### src/rtl/scle_pkg.sv
package scle_pkg;

  // Item kinds
  localparam logic [1:0] KIND_WRITE    = 2'd0;
  localparam logic [1:0] KIND_LEN_TICK = 2'd1;
  localparam logic [1:0] KIND_ENV_TICK = 2'd2;

  // Register selects
  localparam logic [1:0] REG_DUTY_LEN = 2'd0;
  localparam logic [1:0] REG_ENVELOPE = 2'd1;
  localparam logic [1:0] REG_FREQ_LO  = 2'd2;
  localparam logic [1:0] REG_FREQ_HI  = 2'd3;

  localparam int unsigned LenCountW = 7;
  localparam logic [LenCountW-1:0] LenFull = 7'd64;
  localparam logic [3:0] EnvTimerDefault = 4'd8;
  localparam logic [3:0] LevelMax = 4'd15;

endpackage

### src/rtl/square_channel_length_envelope_top.sv
// Square-wave channel control: length counter, volume envelope and the
// frequency/duty latches of a sound chip voice.
//
// Input channel (in_valid_i/in_ready_o) carries one transaction per
// register write, length tick or envelope tick: kind_i selects which,
// reg_sel_i and data_i are used by writes only. Output channel
// (out_valid_o/out_ready_i) returns exactly one transaction per input:
// the channel state after that input took effect.
//
// The input register takes the transaction; once the result slot is
// free, the channel state registers, which double as the result
// register, take the update. Throughput is one transaction per cycle
// while the receiver does not stall; the update is a few small counters
// and compares between those two register stages.
//
// Reset clears all state (length count loads 64) and empties both stages.
// When the receiver stalls, the result and the channel state hold; the
// input register still fills, so one more transaction is taken before
// in_ready_o drops.
module square_channel_length_envelope_top
  import scle_pkg::*;
(
  input  logic        clk_i,
  input  logic        rst_ni,
  input  logic        in_valid_i,
  output logic        in_ready_o,
  input  logic [1:0]  kind_i,
  input  logic [1:0]  reg_sel_i,
  input  logic [7:0]  data_i,
  output logic        out_valid_o,
  input  logic        out_ready_i,
  output logic        enabled_o,
  output logic [3:0]  volume_o,
  output logic [10:0] frequency_o,
  output logic [1:0]  duty_code_o
);

  // Input stage
  logic       s1_valid_q;
  logic [1:0] s1_kind_q;
  logic [1:0] s1_sel_q;
  logic [7:0] s1_data_q;
  logic       out_valid_q;
  logic       advance;

  // Advance the input stage into the state when the result slot frees up.
  assign advance    = s1_valid_q && (!out_valid_q || out_ready_i);
  assign in_ready_o = !s1_valid_q || advance;

  always_ff @(posedge clk_i or negedge rst_ni) begin
    if (!rst_ni) begin
      s1_valid_q  <= 1'b0;
      out_valid_q <= 1'b0;
    end else begin
      if (in_ready_o) begin
        s1_valid_q <= in_valid_i;
      end
      if (advance) begin
        out_valid_q <= 1'b1;
      end else if (out_ready_i) begin
        out_valid_q <= 1'b0;
      end
    end
  end

  // Payload: capture on every accepted transaction, no reset needed.
  always_ff @(posedge clk_i) begin
    if (in_valid_i && in_ready_o) begin
      s1_kind_q <= kind_i;
      s1_sel_q  <= reg_sel_i;
      s1_data_q <= data_i;
    end
  end

  // Channel state
  logic                 channel_on_q, channel_on_d;
  logic [3:0]           level_q, level_d;
  logic [10:0]          period_q, period_d;
  logic [1:0]           duty_q, duty_d;
  logic [LenCountW-1:0] len_count_q, len_count_d;
  logic                 len_on_q, len_on_d;
  logic [3:0]           env_timer_q, env_timer_d;
  logic                 env_on_q, env_on_d;
  logic [7:0]           env_set_q, env_set_d;
  logic [5:0]           len_set_q, len_set_d;

  logic                 trigger;
  logic [2:0]           env_period;
  logic [3:0]           env_reload;
  logic [3:0]           timer_dec;

  assign trigger    = (s1_kind_q == KIND_WRITE) && (s1_sel_q == REG_FREQ_HI) && s1_data_q[7];
  assign env_period = env_set_q[2:0];
  assign env_reload = (env_period != 3'd0) ? {1'b0, env_period} : EnvTimerDefault;
  assign timer_dec  = env_timer_q - 4'd1;

  always_comb begin
    channel_on_d = channel_on_q;
    level_d      = level_q;
    period_d     = period_q;
    duty_d       = duty_q;
    len_count_d  = len_count_q;
    len_on_d     = len_on_q;
    env_timer_d  = env_timer_q;
    env_on_d     = env_on_q;
    env_set_d    = env_set_q;
    len_set_d    = len_set_q;
    unique case (s1_kind_q)
      KIND_WRITE: begin
        unique case (s1_sel_q)
          REG_DUTY_LEN: begin
            duty_d      = s1_data_q[7:6];
            len_set_d   = s1_data_q[5:0];
            len_count_d = LenFull - {1'b0, s1_data_q[5:0]};
          end
          REG_ENVELOPE: begin
            env_set_d = s1_data_q;
          end
          REG_FREQ_LO: begin
            period_d[7:0] = s1_data_q;
          end
          REG_FREQ_HI: begin
            period_d[10:8] = s1_data_q[2:0];
            if (s1_data_q[7]) begin
              // Trigger: restart length and envelope from stored settings.
              len_on_d     = s1_data_q[6];
              channel_on_d = 1'b1;
              env_on_d     = 1'b1;
              level_d      = env_set_q[7:4];
              len_count_d  = LenFull - {1'b0, len_set_q};
              env_timer_d  = env_reload;
            end
          end
          default: ;
        endcase
      end
      KIND_LEN_TICK: begin
        if (len_on_q && (len_count_q != '0)) begin
          len_count_d = len_count_q - LenCountW'(1);
          if (len_count_q == LenCountW'(1)) begin
            channel_on_d = 1'b0;
          end
        end
      end
      KIND_ENV_TICK: begin
        if (env_on_q) begin
          env_timer_d = timer_dec;
          if (timer_dec == 4'd0) begin
            env_timer_d = env_reload;
            if (env_period != 3'd0) begin
              if (env_set_q[3]) begin
                if (level_q < LevelMax) level_d = level_q + 4'd1;
                else                    env_on_d = 1'b0;
              end else begin
                if (level_q != 4'd0) level_d = level_q - 4'd1;
                else                 env_on_d = 1'b0;
              end
            end
          end
        end
      end
      default: ; // unused kind: report state unchanged
    endcase
  end

  always_ff @(posedge clk_i or negedge rst_ni) begin
    if (!rst_ni) begin
      channel_on_q <= 1'b0;
      level_q      <= '0;
      period_q     <= '0;
      duty_q       <= '0;
      len_count_q  <= LenFull;
      len_on_q     <= 1'b0;
      env_timer_q  <= '0;
      env_on_q     <= 1'b0;
      env_set_q    <= '0;
      len_set_q    <= '0;
    end else if (advance) begin
      channel_on_q <= channel_on_d;
      level_q      <= level_d;
      period_q     <= period_d;
      duty_q       <= duty_d;
      len_count_q  <= len_count_d;
      len_on_q     <= len_on_d;
      env_timer_q  <= env_timer_d;
      env_on_q     <= env_on_d;
      env_set_q    <= env_set_d;
      len_set_q    <= len_set_d;
    end
  end

  assign out_valid_o = out_valid_q;
  assign enabled_o   = channel_on_q;
  assign volume_o    = level_q;
  assign frequency_o = period_q;
  assign duty_code_o = duty_q;

  // Length count never exceeds a full reload.
  a_len_bound: assert property (@(posedge clk_i) disable iff (!rst_ni)
    len_count_q <= LenFull)
    else $error("length count above full reload");

  // A running envelope always has a nonzero timer.
  a_env_timer: assert property (@(posedge clk_i) disable iff (!rst_ni)
    env_on_q |-> (env_timer_q != 4'd0))
    else $error("envelope running with zero timer");

  // The channel only switches on through a trigger.
  a_on_by_trigger: assert property (@(posedge clk_i) disable iff (!rst_ni)
    !channel_on_q ##1 channel_on_q |-> $past(advance && trigger))
    else $error("channel enabled without trigger");

  // State changes only when a transaction moves into the result slot.
  a_state_hold: assert property (@(posedge clk_i) disable iff (!rst_ni)
    !advance |=> $stable(level_q) && $stable(len_count_q) && $stable(period_q))
    else $error("channel state changed without a transaction");

  // An empty result slot never blocks the input.
  a_ready_free: assert property (@(posedge clk_i) disable iff (!rst_ni)
    !out_valid_q |-> in_ready_o)
    else $error("input stalled with empty result slot");

endmodule
### config.mk
export PLATFORM = sky130hd
export DESIGN_NAME = square_channel_length_envelope_top
export DESIGN_NICKNAME = d
export VERILOG_FILES = /design/src/rtl/scle_pkg.sv /design/src/rtl/square_channel_length_envelope_top.sv
export SDC_FILE = /design/constraint.sdc
export NUM_CORES = 1
export LEC_CHECK = 0
export ABC_AREA = 1
export BUFFER_PORTS_ARGS = -buffer_cell sky130_fd_sc_hd__buf_2
export CORE_MARGIN = 4
export CORE_UTILIZATION = 52
export DETAILED_ROUTE_END_ITERATION = 8
export PLACE_DENSITY_LB_ADDON = 0.12
export REMOVE_ABC_BUFFERS = 1
export SLEW_MARGIN = 20
export SYNTH_ARGS = -nofsm -noshare
export SYNTH_HDL_FRONTEND = slang
export SYNTH_SLANG_ARGS = --single-unit
### constraint.sdc
create_clock -name clk_i -period 1.4 [get_ports clk_i]
set_input_delay 0.28 -clock clk_i [delete_from_list [all_inputs] [get_ports clk_i]]
set_output_delay 0.28 -clock clk_i [all_outputs]
set_load 0.01 [all_outputs]
[Word-level counts from Yosys, hierarchy flattened]
Cells that the tools add are included.
Word-level totals
  register bits after elaboration: 59
  output and inout port bits: 20
Operators by class
  equality and inequality tests: 17
  order comparisons: 1
  reductions and logical operators: 26
  mux-type cells: 33
  add/sub/neg operators: 6
Operators by type and width (number)
  4-bit two-way mux: 13
  7-bit one-hot mux with 2 select lines: 2
  4-bit one-hot mux with 2 select lines: 2
  7-bit two-way mux: 2
  7-bit by 6-bit subtractor with 7-bit output, first input constant: 2
  1-bit two-way mux: 12
  2-bit inequality test, second input constant: 6
  3-bit AND reduction: 4
  5-bit AND reduction: 2
  3-bit inequality test, second input constant: 3
  9-bit AND reduction: 1
  4-bit AND reduction: 2
  4-bit by 1-bit subtractor with 4-bit output, second input constant: 2
  7-bit by 1-bit equality test with 1-bit output, second input constant: 1
  7-bit nonzero test: 1
  7-bit by 1-bit subtractor with 7-bit output, second input constant: 1
  2-bit equality test, second input constant: 3
  6-bit AND reduction: 1
  2-bit nonzero test: 3
  4-bit by 1-bit adder with 4-bit output, second input constant: 1
  2-bit by 1-bit equality test with 1-bit output, second input constant: 2
  2-bit zero test: 2
  4-bit zero test: 1
  4-bit less-than comparator, second input constant: 1
  8 further kinds: 13

[Logic depth before layout (Yosys ltp)]
Gate-level depths: netlist of the first run.
  depth after elaboration: 7
  mapped depth: 12
  depth with buffers taken out: 11

[Least setup slack after synthesis of the first run]
OpenSTA, ideal clock, no wires.
  path type: reg2reg
  from: register s1_sel_q[0]
  to: register len_count_q[2]
  cell stages (with the launch flop): 12
  setup slack: -0.154 ns
  period minus slack after synthesis: 1.554 ns
  path buffers: 2
  arrival time: 1.480 ns
  path through: edfxtp_1 > buf_4 > nand2_2 > buf_6 > nand2_1 > nand2_1 > inv_1 > ha_1 > xor2_1 > o21ai_0 > nand2_1 > o21ai_2
On the way
  cells in the longest elaborated chain, start to end: 3
  elaborated cells between the ends (all ways): 7
  classes of those cells: eq/ne: 3; mux: 2; reduce/logical: 2
RTL lines
  start: declaration: line square_channel_length_envelope_top.sv:41  | logic [1:0] s1_sel_q;
  start signal: assignment: line square_channel_length_envelope_top.sv:70  | s1_sel_q <= reg_sel_i;
  2-bit equality test or 2-bit zero test (tied branches): line square_channel_length_envelope_top.sv:110  | unique case (s1_sel_q)
  7-bit one-hot mux with 2 select lines, or another cell as far along: line square_channel_length_envelope_top.sv:110
  7-bit one-hot mux with 2 select lines or 5-bit AND reduction (tied branches)
  end signal: assignment: line square_channel_length_envelope_top.sv:172  | len_count_q <= LenFull;
  end signal: assignment: line square_channel_length_envelope_top.sv:183  | len_count_q <= len_count_d;
  end: declaration: line square_channel_length_envelope_top.sv:80  | logic [LenCountW-1:0] len_count_q, len_count_d;
Parallel ways exist; a longest one is shown, timed or not.
A chain may end at the register's enable or synchronous reset.

[Worst setup path after layout of the first run]
  from: register len_count_q[0]
  to: register len_count_q[5]
On the way
  cells in the longest elaborated chain, start to end: 4
  elaborated cells between the ends (all ways): 7
  classes of those cells: add/sub: 1; eq/ne: 1; mux: 2; reduce/logical: 3
RTL lines
  parallel branches: the longest is 4 deep, another holds 7-bit by 1-bit subtractor with 7-bit output
Several ways; the timed one is not identified. The select of a mux whose other input is x is not followed.

==> impl_metrics.py, run 1 <==
metrics = {
    "worst_setup_path": {
        "cp-endpoint": "len_count_q[5]",
        "crit_type": "register to register",
        "ff2ff_path_depth": 11,
        "required_ns": 1.63,
        "cp_common_cell": "nor2_4",
        "cpMaxStageDelayCell": "dfrtp_1",
        "cp_data_arrival_time_ns": 1.84,
        "crit_path_end_kind": "register",
        "r2r-end": "len_count_q[5]",
        "critical_path.max_fanout": 6,
        "worstSetupStartpoint": "len_count_q[0]",
        "max_stage_delay_ns": 0.39,
        "path_cells": "inv_2 -> ha_4 -> inv_4 -> nor2_4 -> nand4_1 -> nand2_1 -> nand2_2 -> nand2_4 -> inv_8 -> nor2_4 -> a21oi_2",
        "r2r_start": "len_count_q[0]",
        "r2r_setup_slack_ns": -0.21,
        "startpoint_type": "register",
    },
    "clocking": {
        "clk_latency_ns": 0.35,
        "cts_max_level": 3,
        "clock-sinks": 59,
        "root_buffer": "clkbuf_8",
        "clk_pin_slew_worst_paths_ns": 0.07,
        "clk_path_buf_depth": 2,
        "cts_made_buffers": 9,
        "cts_tree": "built",
    },
    "grt": {
        "track_usage_pct": 22.4,
        "antenna_found_initial": 0,
        "grt-ovfl-total": 0,
        "grt_pass1_wl_um": 12400,
        "grt_max_degree": 32,
        "globalRouteMet1Util_pct": 29.3,
        "busiest_layer": "met2",
        "grt_use_met2_pct": 36.5,
        "use_met3_pct": 5.03,
        "grt_pass1_vias": 2659,
    },
    "final_layout": {
        "insertedDiodeCount": 0,
        "fin_nets": 488,
        "drive_gt1_share_pct": 45.0,
        "n_fill_cell": 385,
        "multi_input_area_mm2": 0.00156,
        "area_growth_pct": 44.0,
        "final_cells": 541,
        "final_cell_mix": "nand2_1 (81), buf_4 (47), dfrtp_1 (44)",
        "final_common_cell": "nand2_1",
        "regArea_mm2": 0.00154,
    },
    "synthesis": {
        "ys.flop_type": "dfrtp_1",
        "synth_enable_flop_cells": 12,
        "synth-async-reset-ratio_pct": 79.7,
        "ys_ff_latch": 59,
        "synthXorXnorAreaFrac_pct": 0.587,
        "synth_fa_ha_area_share_pct": 3.60,
        "synth_seq_area_share_pct": 51.5,
        "yosys.area_share.simple_pct": 25.9,
        "muxShareOfSynthArea_pct": 0,
        "synth_top_area_share_pct": 38.6,
        "synth.distinct_cells": 29,
        "yosysTopAreaCell": "dfrtp_1",
        "synth_cells": 363,
        "synthesis.area_mm2": 0.00299,
        "synth.avg_cell_area_um2": 8.22,
        "synthTopCellsByArea": "dfrtp_1 (39%), nand2_1 (14%), edfxtp_1 (12%)",
        "synth-compound-area-share_pct": 10.9,
        "synth_top_family_by_area": "simple AND/OR/NAND/NOR gates",
        "synth_warnings": 0,
    },
    "drt": {
        "vias_per_cell": 5.13,
        "drcViolationCount": 0,
        "vias": 2778,
        "ant_nets": 0,
        "wl_um": 7810,
        "dr.pass1.iters": 4,
        "wl_per_cell_um": 14.4,
        "initialDrtViolationCount": 143,
    },
    "placed_design": {
        "place_hpwl_um": 5080,
        "portBuffers": 35,
        "place_congestion": 0.885,
        "placedCellCount": 508,
    },
    "floorplanning": {
        "die_x_um": 83.8,
        "die_y_um": 83.8,
        "num_io_pins": 36,
        "row_count": 27,
        "coreArea_mm2": 0.00554,
        "start_util_pct": 53.9,
        "die-area_mm2": 0.00702,
    },
    "pwr": {
        "p_sw_share_pct": 38.6,
        "pwr-share-seq_pct": 37.5,
        "p_total_mw": 7.22,
        "combPwrFrac_pct": 43.2,
        "power_density_mw_per_mm2": 1680,
        "p_clk_share_pct": 19.3,
        "p_switching_mw": 2.79,
        "ir_worst_vdd_uv": 953,
        "p_leak_nw": 2.15,
        "p_int_mw": 4.43,
    },
    "sta": {
        "relSlewSlack_pct": 70.8,
        "fmax_mhz": 622,
        "fin_ws_ns": -0.209,
        "worst_slew_pin_slew_ns": 0.438,
        "slew_violations": 0,
        "setup_violations": 17,
        "min_period_ns": 1.61,
        "finalSetupTns_ns": -2.07,
        "rsz0062_at_grt": "true",
        "min_period_over_period_pct": 115,
        "hold_viol_final": 0,
        "finClkSkew_ns": 0.00977,
    },
    "worst_hold_path": {
        "hp-class": "primary input to register",
        "worstHoldStart": "data_i[3]",
    },
    "run": {
        "max_cap_violations": 0,
    },
    "outcome": {
        "violations": "setup timing",
        "status": "finished, violations left",
    },
}
## kinds of logic (layout without fill, tap and decap cells)
group                      count (synthesis)  count (layout)
xor gates and xnor gates                   2               2
buffers and inverters                     51             157
AOI/OAI and AO/OA                         59              59
and+or+nand+nor                          184             184
DFF                                       59              59
adders and majority gates                  8               8
## sequential cells by signal, summed over array words and instances, names as in the netlist, 2 cells and up
register     cells
volume_o         4
s1_sel_q         2
frequency_o     11
duty_code_o      2
len_count_q      7
s1_data_q        8
len_set_q        6
s1_kind_q        2
env_timer_q      4
env_set_q        8
## stage by stage
stage                     area (um2)  util, %  setup slack (ns)  hold slack, ns
after detailed placement        3580     64.7            -0.160           0.238
after CTS                       4030     72.8           -0.0676          0.0985
final                           4300     77.6            -0.209           0.104
after global placement          3580     64.7            -0.133           0.236
after floorplan                 2920        -            -0.177         -0.0156
after global routing            4300     77.6            -0.268          0.0963
## worst min path at each step
stage                endpoint  cells past startpoint
2_1_floorplan  duty_code_o[0]                      0
3_3_place_gp      volume_o[0]                      1
3_5_place_dp      volume_o[0]                      1
4_1_cts          s1_data_q[3]                      1
5_1_grt          s1_data_q[6]                      1
6_report         s1_data_q[3]                      1
## per-layer routing
metal	vias up	wire length, um
met5	-	0
met4	0	137
met3	16	382
met2	67	3940
met1	1310	3360
li1	1385	-
## final cells by class
| type | count | share of cell area [%] |
|---|---|---|
| Multi-Input combinational cell | 253 | 36.3 |
| Sequential cell | 59 | 35.8 |
| Timing Repair Buffer | 97 | 17.5 |
| Inverter | 43 | 4.04 |
| Clock buffer | 10 | 3.20 |
| Tap cell | 72 | 2.09 |
| Clock inverter | 6 | 0.931 |
| Timing Repair inverter | 1 | 0.145 |
## power groups by stage
stage               Clock (mW)  Sequential (mW)  Combinational, mW
finish                    1.39             2.71               3.12
global route              1.49             2.77               3.49
CTS                       1.41             2.68               2.77
detailed placement           0             2.66               2.41
global placement             0             2.64               2.33
floorplan                    0             2.72               1.31
## synthesized netlist by cell type (3+ instances only)
master    number
ha_1           7
o21ai_2        5
buf_2          4
a21oi_1        8
nand3_1       25
edfxtp_1      12
nand2_2        6
inv_1         40
o21ai_0       38
dfrtp_1       46
nor2_1        30
nor3_1         4
nand2_1      109
nand4_1        6
buf_6          3
inv_2          3
## critical path: cells and delay by family (launching register included)
family	cells	cell delay, ns
and+or+nand+nor	6	0.71
DFF	1	0.39
AOI/OAI and AO/OA	1	0.04
buffers and inverters	3	0.20
adders and majority gates	1	0.16
## timing repair
item,in CTS,in global routing
resized for setup,64,67
hold buffers,1,0
endpoints found under the setup margin,18,47
gates cloned,1,1
hold endpoints to repair,15,0
pin swaps,33,34
buffers inserted,8,7
(Power assumes the default switching activity.)
==> inputs of run 2 (changes only) <==
- CORE_UTILIZATION: 52 -> 40
==> run 2 against run 1 <==
  * Global-route usage is 4.5 points lower
  * Design area is 2.1% higher
  * Largest cell class unchanged
  * Combinational power hardly changed
  * The flow still finishes with violations (setup timing)
  * Sequential power hardly changed
  * Critical path type unchanged
==> impl_metrics.py, run 2 (same netlist as run 1, synthesis figures left out) <==
metrics = {
    "final_layout": {
        "final_common_cell": "nand2_1",
        "finish.utilization_pct": 60.5,
        "n_fill_cell": 654,
        "fin_nets": 496,
        "insertedDiodeCount": 0,
        "largest_register_ffs": 11,
        "drive_gt1_share_pct": 44.9,
        "area_growth_pct": 47.1,
        "final_cell_mix": "nand2_1 (82), buf_4 (56), dfrtp_1 (45)",
    },
    "clocking": {
        "cts_tree": "built",
        "root_buffer": "clkbuf_8",
        "clock-sinks": 59,
        "clk_pin_slew_worst_paths_ns": 0.07,
        "cts_max_level": 3,
        "clk_path_buf_depth": 2,
        "clk_latency_ns": 0.34,
        "cts_made_buffers": 9,
    },
    "worst_setup_path": {
        "crit_type": "register to register",
        "critical_path.max_fanout": 6,
        "crit_path_end_kind": "register",
        "startpoint_type": "register",
        "required_ns": 1.62,
        "cp_data_arrival_time_ns": 1.74,
    },
    "worst_hold_path": {
        "hp-class": "primary input to register",
    },
    "grt": {
        "grt_pass1_wl_um": 12200,
        "grt_pass1_vias": 2615,
        "grt_max_degree": 22,
        "antenna_found_initial": 0,
        "grt-ovfl-total": 0,
        "track_usage_pct": 18.0,
    },
    "sta": {
        "finClkSkew_ns": 0.00927,
        "rsz0062_at_grt": "true",
        "relSlewSlack_pct": 77.5,
        "hold_viol_final": 0,
        "min_period_over_period_pct": 108,
        "finalSetupTns_ns": -0.845,
        "setup_violations": 14,
        "fmax_mhz": 659,
        "min_period_ns": 1.52,
        "fin_ws_ns": -0.118,
        "worst_slew_pin_slew_ns": 0.338,
        "slew_violations": 0,
    },
    "floorplanning": {
        "num_io_pins": 36,
        "die_y_um": 94.4,
        "die-area_mm2": 0.00891,
        "row_count": 31,
        "start_util_pct": 41.2,
        "coreArea_mm2": 0.00725,
        "die_x_um": 94.4,
    },
    "drt": {
        "vias_per_cell": 4.71,
        "wl_um": 7600,
        "initialDrtViolationCount": 100,
        "wl_per_cell_um": 13.2,
        "ant_nets": 0,
        "dr.pass1.iters": 4,
        "drcViolationCount": 0,
        "vias": 2713,
    },
    "pwr": {
        "ir_worst_vdd_uv": 875,
        "p_leak_nw": 2.18,
        "power_density_mw_per_mm2": 1730,
    },
    "placed_design": {
        "portBuffers": 35,
        "place_hpwl_um": 5410,
        "place_congestion": 0.882,
    },
    "outcome": {
        "violations": "setup timing",
        "status": "finished, violations left",
    },
    "run": {
        "max_cap_violations": 0,
    },
}
## run 2: changes by cell type in the layout (fill, tap and decap cells not counted), sizes merged
cell / before / now
nand2: 115 / 116
buf: 95 / 103
clkinvlp: 2 / 1
clkbuf: 11 / 10
bufinv: 0 / 2
clkinv: 3 / 2
## run 2: final timing paths
check                              from        endpoint  slack [ns]  cells past startpoint
setup reg to reg            s1_sel_q[0]  len_count_q[3]       -0.12                     10
max in group asynchronous        rst_ni    len_set_q[4]        0.50                      3
hold / removal                data_i[6]    s1_data_q[6]        0.12                      1
min in group asynchronous        rst_ni  len_count_q[1]        0.38                      2
hold reg to reg            env_set_q[6]    env_set_q[6]        0.49                      2
setup / recovery            s1_sel_q[0]  len_count_q[3]       -0.12                     10
## run 2: worst max-delay path: stages (launching register included)
cell and delay [ns]:
edfxtp_1 0.50, buf_4 0.19, buf_4 0.13, nand3_2 0.07
nand2_2 0.09, nand2_2 0.09, nor2_2 0.05, nand2_1 0.07
nand3_2 0.10, nand2_2 0.07, o21ai_2 0.05
## run 2: layer usage
layer / routed length, um / GRT usage (%)
met1: 3520 / 24.1
met2: 3720 / 28.1
met3: 242 / 3.90
met4: 120 / 7.70
met5: 0 / 0
## run 2: layout make-up
class	count	area (um2)	share of cell area, %
multi-input cells	254	1550	35.3
flip-flops and latches	59	1540	35.0
repair buffers	104	782	17.8
inverters	43	166	3.79
clock buffers	10	138	3.13
well taps	99	124	2.82
clock inverters	6	87.6	1.99
repair inverters	1	6.26	0.142
## run 2: what timing repair did
item | in CTS | in global routing
endpoints found under the hold margin | 12 | 0
resized for setup | 31 | 90
gates cloned | 1 | 2
hold buffers | 1 | 0
buffers inserted | 3 | 7
endpoints found under the setup margin | 17 | 46
pin swaps | 14 | 46
## run 2: through the flow
stage	instance area [um2]	cells	hold slack (ns)	total power, mW	setup WS [ns]
final	4390	576	0.116	7.58	-0.118
after global placement	3710	547	0.205	5.13	-0.164
after global routing	4390	576	0.0934	8.18	-0.206
after CTS	4050	568	0.0996	7.19	-0.0884
after floorplan	2920	355	-0.0156	4.02	-0.177
after detailed placement	3710	547	0.205	5.18	-0.178
## run 2: power breakdown
| group | total, mW | internal, mW | switching [mW] |
|---|---|---|---|
| Combinational | 3.14 | 1.55 | 1.59 |
| Sequential | 2.69 | 2.30 | 0.393 |
| Clock | 1.75 | 1.05 | 0.697 |
| Total | 7.58 | 4.90 | 2.68 |
